$ cat src/rtl/button_debounce_short_long_press_macros.svh
// ----------------------------------------------------------------------------
// button debounce assertion macros
// shared concurrent assertion forms, clocked on clk, held off during reset
// ----------------------------------------------------------------------------
`ifndef BUTTON_DEBOUNCE_SHORT_LONG_PRESS_MACROS_SVH
`define BUTTON_DEBOUNCE_SHORT_LONG_PRESS_MACROS_SVH

// same-cycle implication
`define BDSLP_ASSERT_IMP(lbl, ante, cons) \
  lbl: assert property (@(posedge clk) disable iff (!rst_n) (ante) |-> (cons)) \
    else $error("same-cycle check failed");

// next-cycle implication
`define BDSLP_ASSERT_NXT(lbl, ante, cons) \
  lbl: assert property (@(posedge clk) disable iff (!rst_n) (ante) |=> (cons)) \
    else $error("next-cycle check failed");

`endif

$ cat src/rtl/bdslp_pkg.sv
// ----------------------------------------------------------------------------
// bdslp_pkg
// types and constants of the button debouncer with short and long press
// ----------------------------------------------------------------------------
package bdslp_pkg;

  localparam int BUTTON_COUNT = 4;
  localparam int STAMP_W      = 32;
  localparam int TIME_W       = 16;
  localparam int CODE_W       = 3;
  localparam int APB_DATA_W   = 32;
  localparam int APB_ADDR_W   = 3;

  localparam logic [TIME_W-1:0] DEBOUNCE_RESET   = 16'd50;
  localparam logic [TIME_W-1:0] LONG_PRESS_RESET = 16'd1500;

  // register index, taken from paddr word bit
  localparam logic REG_DEBOUNCE   = 1'b0;
  localparam logic REG_LONG_PRESS = 1'b1;

  typedef enum logic [CODE_W-1:0] {
    EV_NONE            = 3'd0,
    EV_UP              = 3'd1,
    EV_DOWN            = 3'd2,
    EV_SELECT          = 3'd3,
    EV_START_STOP      = 3'd4,
    EV_SELECT_LONG     = 3'd5,
    EV_START_STOP_LONG = 3'd6
  } event_t;

  // link handed from one button cell to the next
  typedef struct packed {
    logic   taken;
    event_t code;
  } link_t;

  function automatic event_t short_code(input int idx);
    case (idx)
      0:       short_code = EV_UP;
      1:       short_code = EV_DOWN;
      2:       short_code = EV_SELECT;
      3:       short_code = EV_START_STOP;
      default: short_code = EV_NONE;
    endcase
  endfunction

  function automatic event_t long_code(input int idx);
    case (idx)
      2:       long_code = EV_SELECT_LONG;
      3:       long_code = EV_START_STOP_LONG;
      default: long_code = EV_NONE;
    endcase
  endfunction

endpackage

$ cat src/rtl/bdslp_if.sv
// ----------------------------------------------------------------------------
// bdslp channel interfaces
// valid/ready channels for polls and for press events
// ----------------------------------------------------------------------------
interface bdslp_in_if import bdslp_pkg::*; ();
  logic                  valid;
  logic                  ready;
  logic [STAMP_W-1:0]    now_ms;
  logic [BUTTON_COUNT-1:0] pin_levels;

  modport source (output valid, now_ms, pin_levels, input ready);
  modport sink   (input valid, now_ms, pin_levels, output ready);
endinterface

interface bdslp_out_if import bdslp_pkg::*; ();
  logic              valid;
  logic              ready;
  logic [CODE_W-1:0] event_code;

  modport source (output valid, event_code, input ready);
  modport sink   (input valid, event_code, output ready);
endinterface

$ cat src/rtl/bdslp_cell.sv
// ----------------------------------------------------------------------------
// bdslp_cell
// one button: debounce stamps, press stamp and event decision
// ----------------------------------------------------------------------------
module bdslp_cell import bdslp_pkg::*; #(
  parameter event_t SHORT_CODE = EV_UP,
  parameter event_t LONG_CODE  = EV_NONE
) (
  input  logic               clk,
  input  logic               rst_n,
  input  logic               en,
  input  logic [STAMP_W-1:0] now_ms,
  input  logic               level,
  input  logic [TIME_W-1:0]  debounce_time,
  input  logic [TIME_W-1:0]  long_press_time,
  input  link_t              link_in,
  output link_t              link_out
);

  logic               prev_r, prev_nxt;
  logic               sr_r, sr_nxt;
  logic               ld_r, ld_nxt;
  logic [STAMP_W-1:0] cs_r, cs_nxt;
  logic [STAMP_W-1:0] ps_r, ps_nxt;

  logic               pressed, settled, start, ld_eff, long_hit, short_hit, fire;
  logic [STAMP_W-1:0] cs_eff, ps_eff, since_change, held;
  event_t             my_code;

  always_comb begin
    pressed      = ~level;
    cs_eff       = (level != prev_r) ? now_ms : cs_r;
    since_change = now_ms - cs_eff;
    settled      = since_change >= {{(STAMP_W-TIME_W){1'b0}}, debounce_time};
    start        = pressed & sr_r;
    ps_eff       = start ? now_ms : ps_r;
    ld_eff       = start ? 1'b0 : ld_r;
    held         = now_ms - ps_eff;
    long_hit     = pressed & ~ld_eff &
                   (held >= {{(STAMP_W-TIME_W){1'b0}}, long_press_time});
    short_hit    = ~pressed & ~sr_r & ~ld_eff;
    // up and down record the long hold but stay silent
    fire         = settled & ((long_hit & (LONG_CODE != EV_NONE)) | short_hit);
    my_code      = long_hit ? LONG_CODE : SHORT_CODE;
  end

  always_comb begin
    prev_nxt = prev_r;
    cs_nxt   = cs_r;
    ps_nxt   = ps_r;
    ld_nxt   = ld_r;
    sr_nxt   = sr_r;
    if (en && !link_in.taken) begin
      prev_nxt = level;
      cs_nxt   = cs_eff;
      if (settled) begin
        ps_nxt = ps_eff;
        ld_nxt = ld_eff | long_hit;
        sr_nxt = ~pressed;
      end
    end
  end

  always_comb begin
    link_out.taken = link_in.taken | fire;
    link_out.code  = link_in.taken ? link_in.code : (fire ? my_code : EV_NONE);
  end

  always_ff @(posedge clk) begin
    if (!rst_n) begin
      prev_r <= 1'b1;
      sr_r   <= 1'b1;
      ld_r   <= 1'b0;
      cs_r   <= '0;
      ps_r   <= '0;
    end else begin
      prev_r <= prev_nxt;
      sr_r   <= sr_nxt;
      ld_r   <= ld_nxt;
      cs_r   <= cs_nxt;
      ps_r   <= ps_nxt;
    end
  end

endmodule

$ cat src/rtl/button_debounce_short_long_press.sv
// ----------------------------------------------------------------------------
// button_debounce_short_long_press
// four-button debouncer giving short and long press events per poll
// ----------------------------------------------------------------------------
//  channel   dir   transfer carries                 handshake
//  in_ch     in    now_ms[31:0], pin_levels[3:0]    valid/ready
//  out_ch    out   event_code[2:0], one per poll    valid/ready
//  apb       in    debounce_time @0, long_press @4  psel/penable, pready = 1
//
//  one poll per cycle: the four button cells form a chain evaluated in a
//  single cycle, each passing an event-taken flag to the next
//  results sit in a two-entry output queue, so a poll is taken even while
//  one result waits; in_ch.ready drops only when both entries are full
//  a result is queued at its poll transfer, behind any result still waiting
//  synchronous active-low reset puts every button in the released state
// ----------------------------------------------------------------------------
`include "button_debounce_short_long_press_macros.svh"

module button_debounce_short_long_press import bdslp_pkg::*; (
  input  logic                  clk,
  input  logic                  rst_n,
  bdslp_in_if.sink              in_ch,
  bdslp_out_if.source           out_ch,
  input  logic                  psel,
  input  logic                  penable,
  input  logic                  pwrite,
  input  logic [APB_ADDR_W-1:0] paddr,
  input  logic [APB_DATA_W-1:0] pwdata,
  output logic [APB_DATA_W-1:0] prdata,
  output logic                  pready
);

  // configuration registers
  logic [TIME_W-1:0] debounce_r, debounce_nxt;
  logic [TIME_W-1:0] long_press_r, long_press_nxt;
  logic              cfg_wr;

  // output queue
  event_t     q_r [2];
  event_t     q_nxt [2];
  logic [1:0] count_r, count_nxt;

  logic   in_acc, out_pop;
  link_t  link [BUTTON_COUNT+1];
  event_t poll_code;

  // apb access, register chosen by the word address bit
  assign pready = 1'b1;
  assign cfg_wr = psel & penable & pwrite & pready;

  always_comb begin
    debounce_nxt   = debounce_r;
    long_press_nxt = long_press_r;
    if (cfg_wr) begin
      case (paddr[2])
        REG_DEBOUNCE:   debounce_nxt   = pwdata[TIME_W-1:0];
        REG_LONG_PRESS: long_press_nxt = pwdata[TIME_W-1:0];
        default:        debounce_nxt   = debounce_r;
      endcase
    end
  end

  always_comb begin
    case (paddr[2])
      REG_DEBOUNCE:   prdata = {{(APB_DATA_W-TIME_W){1'b0}}, debounce_r};
      REG_LONG_PRESS: prdata = {{(APB_DATA_W-TIME_W){1'b0}}, long_press_r};
      default:        prdata = '0;
    endcase
  end

  // handshakes
  assign in_acc            = in_ch.valid & in_ch.ready;
  assign out_pop           = out_ch.valid & out_ch.ready;
  assign in_ch.ready       = (count_r != 2'd2);
  assign out_ch.valid      = (count_r != 2'd0);
  assign out_ch.event_code = q_r[0];

  // button cell chain, button 0 has first claim on the poll
  assign link[0] = '{taken: 1'b0, code: EV_NONE};

  for (genvar i = 0; i < BUTTON_COUNT; i++) begin : g_cell
    bdslp_cell #(
      .SHORT_CODE (short_code(i)),
      .LONG_CODE  (long_code(i))
    ) u_cell (
      .clk             (clk),
      .rst_n           (rst_n),
      .en              (in_acc),
      .now_ms          (in_ch.now_ms),
      .level           (in_ch.pin_levels[i]),
      .debounce_time   (debounce_r),
      .long_press_time (long_press_r),
      .link_in         (link[i]),
      .link_out        (link[i+1])
    );
  end

  assign poll_code = link[BUTTON_COUNT].code;

  // two-entry queue, head is q_r[0]
  always_comb begin
    q_nxt[0]  = q_r[0];
    q_nxt[1]  = q_r[1];
    count_nxt = count_r;
    case ({in_acc, out_pop})
      2'b11: begin
        if (count_r == 2'd1) begin
          q_nxt[0] = poll_code;
        end else begin
          q_nxt[0] = q_r[1];
          q_nxt[1] = poll_code;
        end
      end
      2'b10: begin
        if (count_r == 2'd0) begin
          q_nxt[0] = poll_code;
        end else begin
          q_nxt[1] = poll_code;
        end
        count_nxt = count_r + 2'd1;
      end
      2'b01: begin
        q_nxt[0]  = q_r[1];
        count_nxt = count_r - 2'd1;
      end
      default: count_nxt = count_r;
    endcase
  end

  always_ff @(posedge clk) begin
    if (!rst_n) begin
      debounce_r   <= DEBOUNCE_RESET;
      long_press_r <= LONG_PRESS_RESET;
      count_r      <= 2'd0;
    end else begin
      debounce_r   <= debounce_nxt;
      long_press_r <= long_press_nxt;
      count_r      <= count_nxt;
    end
  end

  // queue payload needs no reset
  always_ff @(posedge clk) begin
    q_r[0] <= q_nxt[0];
    q_r[1] <= q_nxt[1];
  end

  // checks
  `BDSLP_ASSERT_IMP(a_queue_bound, 1'b1, count_r != 2'd3)
  `BDSLP_ASSERT_NXT(a_queue_grows, in_acc && !out_pop, count_r == $past(count_r) + 2'd1)
  `BDSLP_ASSERT_IMP(a_code_range, out_ch.valid, out_ch.event_code <= EV_START_STOP_LONG)
  `BDSLP_ASSERT_NXT(a_cfg_debounce, cfg_wr && (paddr[2] == REG_DEBOUNCE), debounce_r == $past(pwdata[TIME_W-1:0]))

endmodule

$ cat src/flat_wrapper.sv
// flat-port wrapper written by rule: the top's interface ports become plain ports
module button_debounce_short_long_press_flat import bdslp_pkg::*;
  (clk, rst_n, psel, penable, pwrite, paddr, pwdata, prdata, pready, in_ch_valid, in_ch_now_ms, in_ch_pin_levels, in_ch_ready, out_ch_valid, out_ch_event_code, out_ch_ready);
  bdslp_in_if in_ch_i ();
  bdslp_out_if out_ch_i ();
  input  logic clk;
  input  logic rst_n;
  input  logic psel;
  input  logic penable;
  input  logic pwrite;
  input  logic [APB_ADDR_W-1:0] paddr;
  input  logic [APB_DATA_W-1:0] pwdata;
  output logic [APB_DATA_W-1:0] prdata;
  output logic pready;
  input wire logic [$bits(in_ch_i.valid)-1:0] in_ch_valid;
  input wire logic [$bits(in_ch_i.now_ms)-1:0] in_ch_now_ms;
  input wire logic [$bits(in_ch_i.pin_levels)-1:0] in_ch_pin_levels;
  output wire logic [$bits(in_ch_i.ready)-1:0] in_ch_ready;
  output wire logic [$bits(out_ch_i.valid)-1:0] out_ch_valid;
  output wire logic [$bits(out_ch_i.event_code)-1:0] out_ch_event_code;
  input wire logic [$bits(out_ch_i.ready)-1:0] out_ch_ready;
  assign in_ch_i.valid = in_ch_valid;
  assign in_ch_i.now_ms = in_ch_now_ms;
  assign in_ch_i.pin_levels = in_ch_pin_levels;
  assign in_ch_ready = in_ch_i.ready;
  assign out_ch_valid = out_ch_i.valid;
  assign out_ch_event_code = out_ch_i.event_code;
  assign out_ch_i.ready = out_ch_ready;
  button_debounce_short_long_press u_core (.clk(clk), .rst_n(rst_n), .in_ch(in_ch_i), .out_ch(out_ch_i), .psel(psel), .penable(penable), .pwrite(pwrite), .paddr(paddr), .pwdata(pwdata), .prdata(prdata), .pready(pready));
endmodule
$ cat config.mk
export PLATFORM = sky130hd
export DESIGN_NAME = button_debounce_short_long_press_flat
export DESIGN_NICKNAME = d
export VERILOG_FILES = /design/src/rtl/bdslp_pkg.sv /design/src/rtl/bdslp_if.sv /design/src/rtl/bdslp_cell.sv /design/src/rtl/button_debounce_short_long_press.sv /design/src/flat_wrapper.sv
export VERILOG_INCLUDE_DIRS = /design/src /design/src/rtl
export SDC_FILE = /design/constraint.sdc
export NUM_CORES = 2
export LEC_CHECK = 0
export ABC_AREA = 1
export BUFFER_PORTS_ARGS = -buffer_cell sky130_fd_sc_hd__buf_4
export CAP_MARGIN = 10
export CORE_ASPECT_RATIO = 1.2
export CORE_MARGIN = 1.5
export CORE_UTILIZATION = 40
export CTS_CLUSTER_SIZE = 25
export DETAILED_ROUTE_END_ITERATION = 16
export GPL_ROUTABILITY_DRIVEN = 0
export SYNTH_ARGS = -nofsm -noshare
export SYNTH_HDL_FRONTEND = slang
export SYNTH_SLANG_ARGS = --single-unit
$ cat constraint.sdc
create_clock -name clk -period 5.58 [get_ports clk]
set_input_delay 0.279 -clock clk [delete_from_list [all_inputs] [get_ports clk]]
set_output_delay 0.279 -clock clk [all_outputs]
set_load 0.01 [all_outputs]
==> metrics.cfg <==
[sta]
finalSetupViolCount=0
clock_skew_ps=19.56
hold_viol=0
timing.fmax_ghz=0.1917
tightest_slew_ps=1099
relSlewSlack=0.2674
min_period_over_period=0.9349
report.final.slew_viol_count=0
rsz0062_at_grt=no
fin_tns_setup_ps=0
layout_min_cycle_time_ps=5217

[critical_path]
critPathLaunchType=primary input
crit_top_cell=nand2_1
crit_path_end_kind=register
cp.arrival_ps=5710
slowest_stage=dlygate4sd3_1
crit_fanout=31
cp.required_ps=6080
path_class=primary input to register
worst_path_largest_cell_delay_ps=550

[layout]
multi_input_area_um2=23400
final_common_cell=nand2_1
finalNonFillerCells=6503
final_layout_size_suffix_gt1_frac=0.05314
most-common-layout-cells=1,417 x nand2_1, 618 x o21ai_0, 602 x nor2_1
finalNetCount=5879
final.fill_count=8655
area_delta_synth_final_pct=11.58
seqCellArea_um2=6226

[floorplan]
start_util=0.4024
pin_count=116
die-area_um2=82500
coreArea_um2=80300
die_x_um=262.5
die_h_um=314.3
core.rowCount=114

[yosys]
synth_edf_count=6
synth_cells=5328
avgSynthCellArea_um2=6.064
synth_flop_cell=dfxtp_1
yosysWarnings=0
synthArstFlopShare=0
synth_cell_types=55
seq_area_frac_synth=0.1927
post_synth_instance_area_um2=32310
ys_ff_latch=308

[drt]
vias=36009
wl_per_cell_um=20.39
drt_iter0_drc=3343
first_pass_iters=6
wirelength_um=132600
route.detailed.drc=0
ant_nets=0
viasPerCell=5.537

[power_and_ir_drop]
p_leak_uw=0.01713
p_comb_frac=0.611
swShare=0.4880
p_seq_frac=0.198
power.internal_uw=7313
p_total_uw=14280
power_switching_uw=6970
pwr-share-clk=0.191
peakVddDrop_uv=226.5
p_per_area_nw_per_um2=396.1

[run]
drv_cap=0

[global_routing]
grt_max_degree=94
antenna_found_initial=8
grt_pass1_vias=32558
grt-ovfl-total=0
grt_pass1_wl_um=194700
track_usage=0.3121

[clock_network]
clk_latency_ps=590
h-tree-depth=2
tritoncts=done
cts_sinks=308
clockBufferDepth=3
cts_buffers=40
clkSlewWorstSetupHoldPaths_ps=60
root_buffer=clkbuf_16

[placement]
hpwlAfterDp_um=100700
dpl.cell_count=6408
portBuffers=80

[hold_path]
hold_path.class=primary input to register

[run_status]
status=finished clean

==> what timing repair did <==
action | CTS | global route
setup endpoints to repair | 0 | 66
endpoints found under the hold margin | 31 | 0
hold buffers | 18 | 0
gates resized for setup | 0 | 12
buffers inserted | 0 | 1
==> layout make-up <==
class | count | area share
multi-input combinational | 4327 | 0.6490
sequential | 308 | 0.1727
inverter | 545 | 0.05688
timing repair buffer | 204 | 0.04751
tap | 1044 | 0.03623
clock buffer | 52 | 0.03182
clock inverter | 21 | 0.005691
antenna | 2 | 0.0001388
==> critical path: cells and delay by family <==
kind	cells	cell delay (ps)
buf+inv	10	1770
simple gates	15	1770
compound gates	6	910
fa+ha+maj	2	710
xor+xnor	1	250
==> per-layer routing <==
layer | GRT usage | wire [µm] | vias to the layer above
li1 | - | - | 18001
met1 | 0.3865 | 54800 | 16344
met2 | 0.4970 | 56850 | 1276
met3 | 0.05077 | 10190 | 384
met4 | 0.2175 | 10700 | 4
met5 | 0 | 27 | -
==> through the flow <==
| stage | cell area (µm²) | hold WS (ps) | setup WS, ps | util |
|---|---|---|---|---|
| finish | 36050 | 46.49 | 363.2 | 0.4490 |
| global route | 36050 | 70.79 | 2.131 | 0.4489 |
| CTS | 36000 | 6.388 | 175.8 | 0.4483 |
| detailed placement | 34470 | 439.2 | 120.2 | 0.4292 |
| global placement | 34470 | 434.4 | 216.0 | 0.4292 |
| floorplan | 32370 | 405.4 | 985.5 | - |
==> state kept, by name, indices dropped and copies added (netlist names), 4 cells and up <==
register	flops
u_core.g_cell.u_cell.cs_r	128
u_core.g_cell.u_cell.ps_r	128
u_core.debounce_r	16
u_core.long_press_r	16
u_core.q_r	6
u_core.g_cell.u_cell.ld_r	4
u_core.g_cell.u_cell.prev_r	4
u_core.g_cell.u_cell.sr_r	4
==> kinds of logic (layout without fill, tap and decap cells) <==
family | count (synthesis) | in the layout | synth area share
other | 2 | 19 | 0.0002324
DFF | 308 | 308 | 0.1927
buffers and inverters | 709 | 822 | 0.08728
adders and majority gates | 375 | 375 | 0.1468
AOI/OAI and AO/OA | 1364 | 1364 | 0.2276
and+or+nand+nor | 2408 | 2408 | 0.3012
xor gates and xnor gates | 162 | 163 | 0.04415
==> power by group through the flow <==
stage                     Clock, µW  Sequential [µW]  Combinational, µW
after floorplan                   0             2820               6410
after global placement            0             2860               8440
after detailed placement          0             2870               8530
after CTS                      2780             2820               8590
after global routing           2860             2880               9840
final                          2720             2830               8720
==> cells in the mapped netlist (58+ instances only) <==
cell type / count / area, µm²
a211oi_1: 69 / 518.0
clkbuf_1: 99 / 371.6
dfxtp_1: 302 / 6046
nand2_1: 1417 / 5319
xor2_1: 129 / 1130
nand3_1: 216 / 1081
nor2_1: 605 / 2271
ha_1: 368 / 4604
nand4_1: 58 / 362.9
o21ai_0: 622 / 3113
a21oi_1: 530 / 2653
inv_1: 524 / 1967
==> path summary, 6_finish.rpt <==
check                                                       from                               end  slack (ps)  cells after the start
worst min register to register  u_core.g_cell[2].u_cell.ps_r[14]  u_core.g_cell[2].u_cell.ps_r[14]         450                      2
worst max-delay path                         in_ch_pin_levels[1]  u_core.g_cell[2].u_cell.ps_r[31]         360                     34
worst max register to register    u_core.g_cell[1].u_cell.prev_r  u_core.g_cell[2].u_cell.ps_r[31]         490                     32
worst min-delay path                                   pwdata[9]            u_core.long_press_r[9]          50                      3
Note: power is estimated with default switching activity, not from simulation.
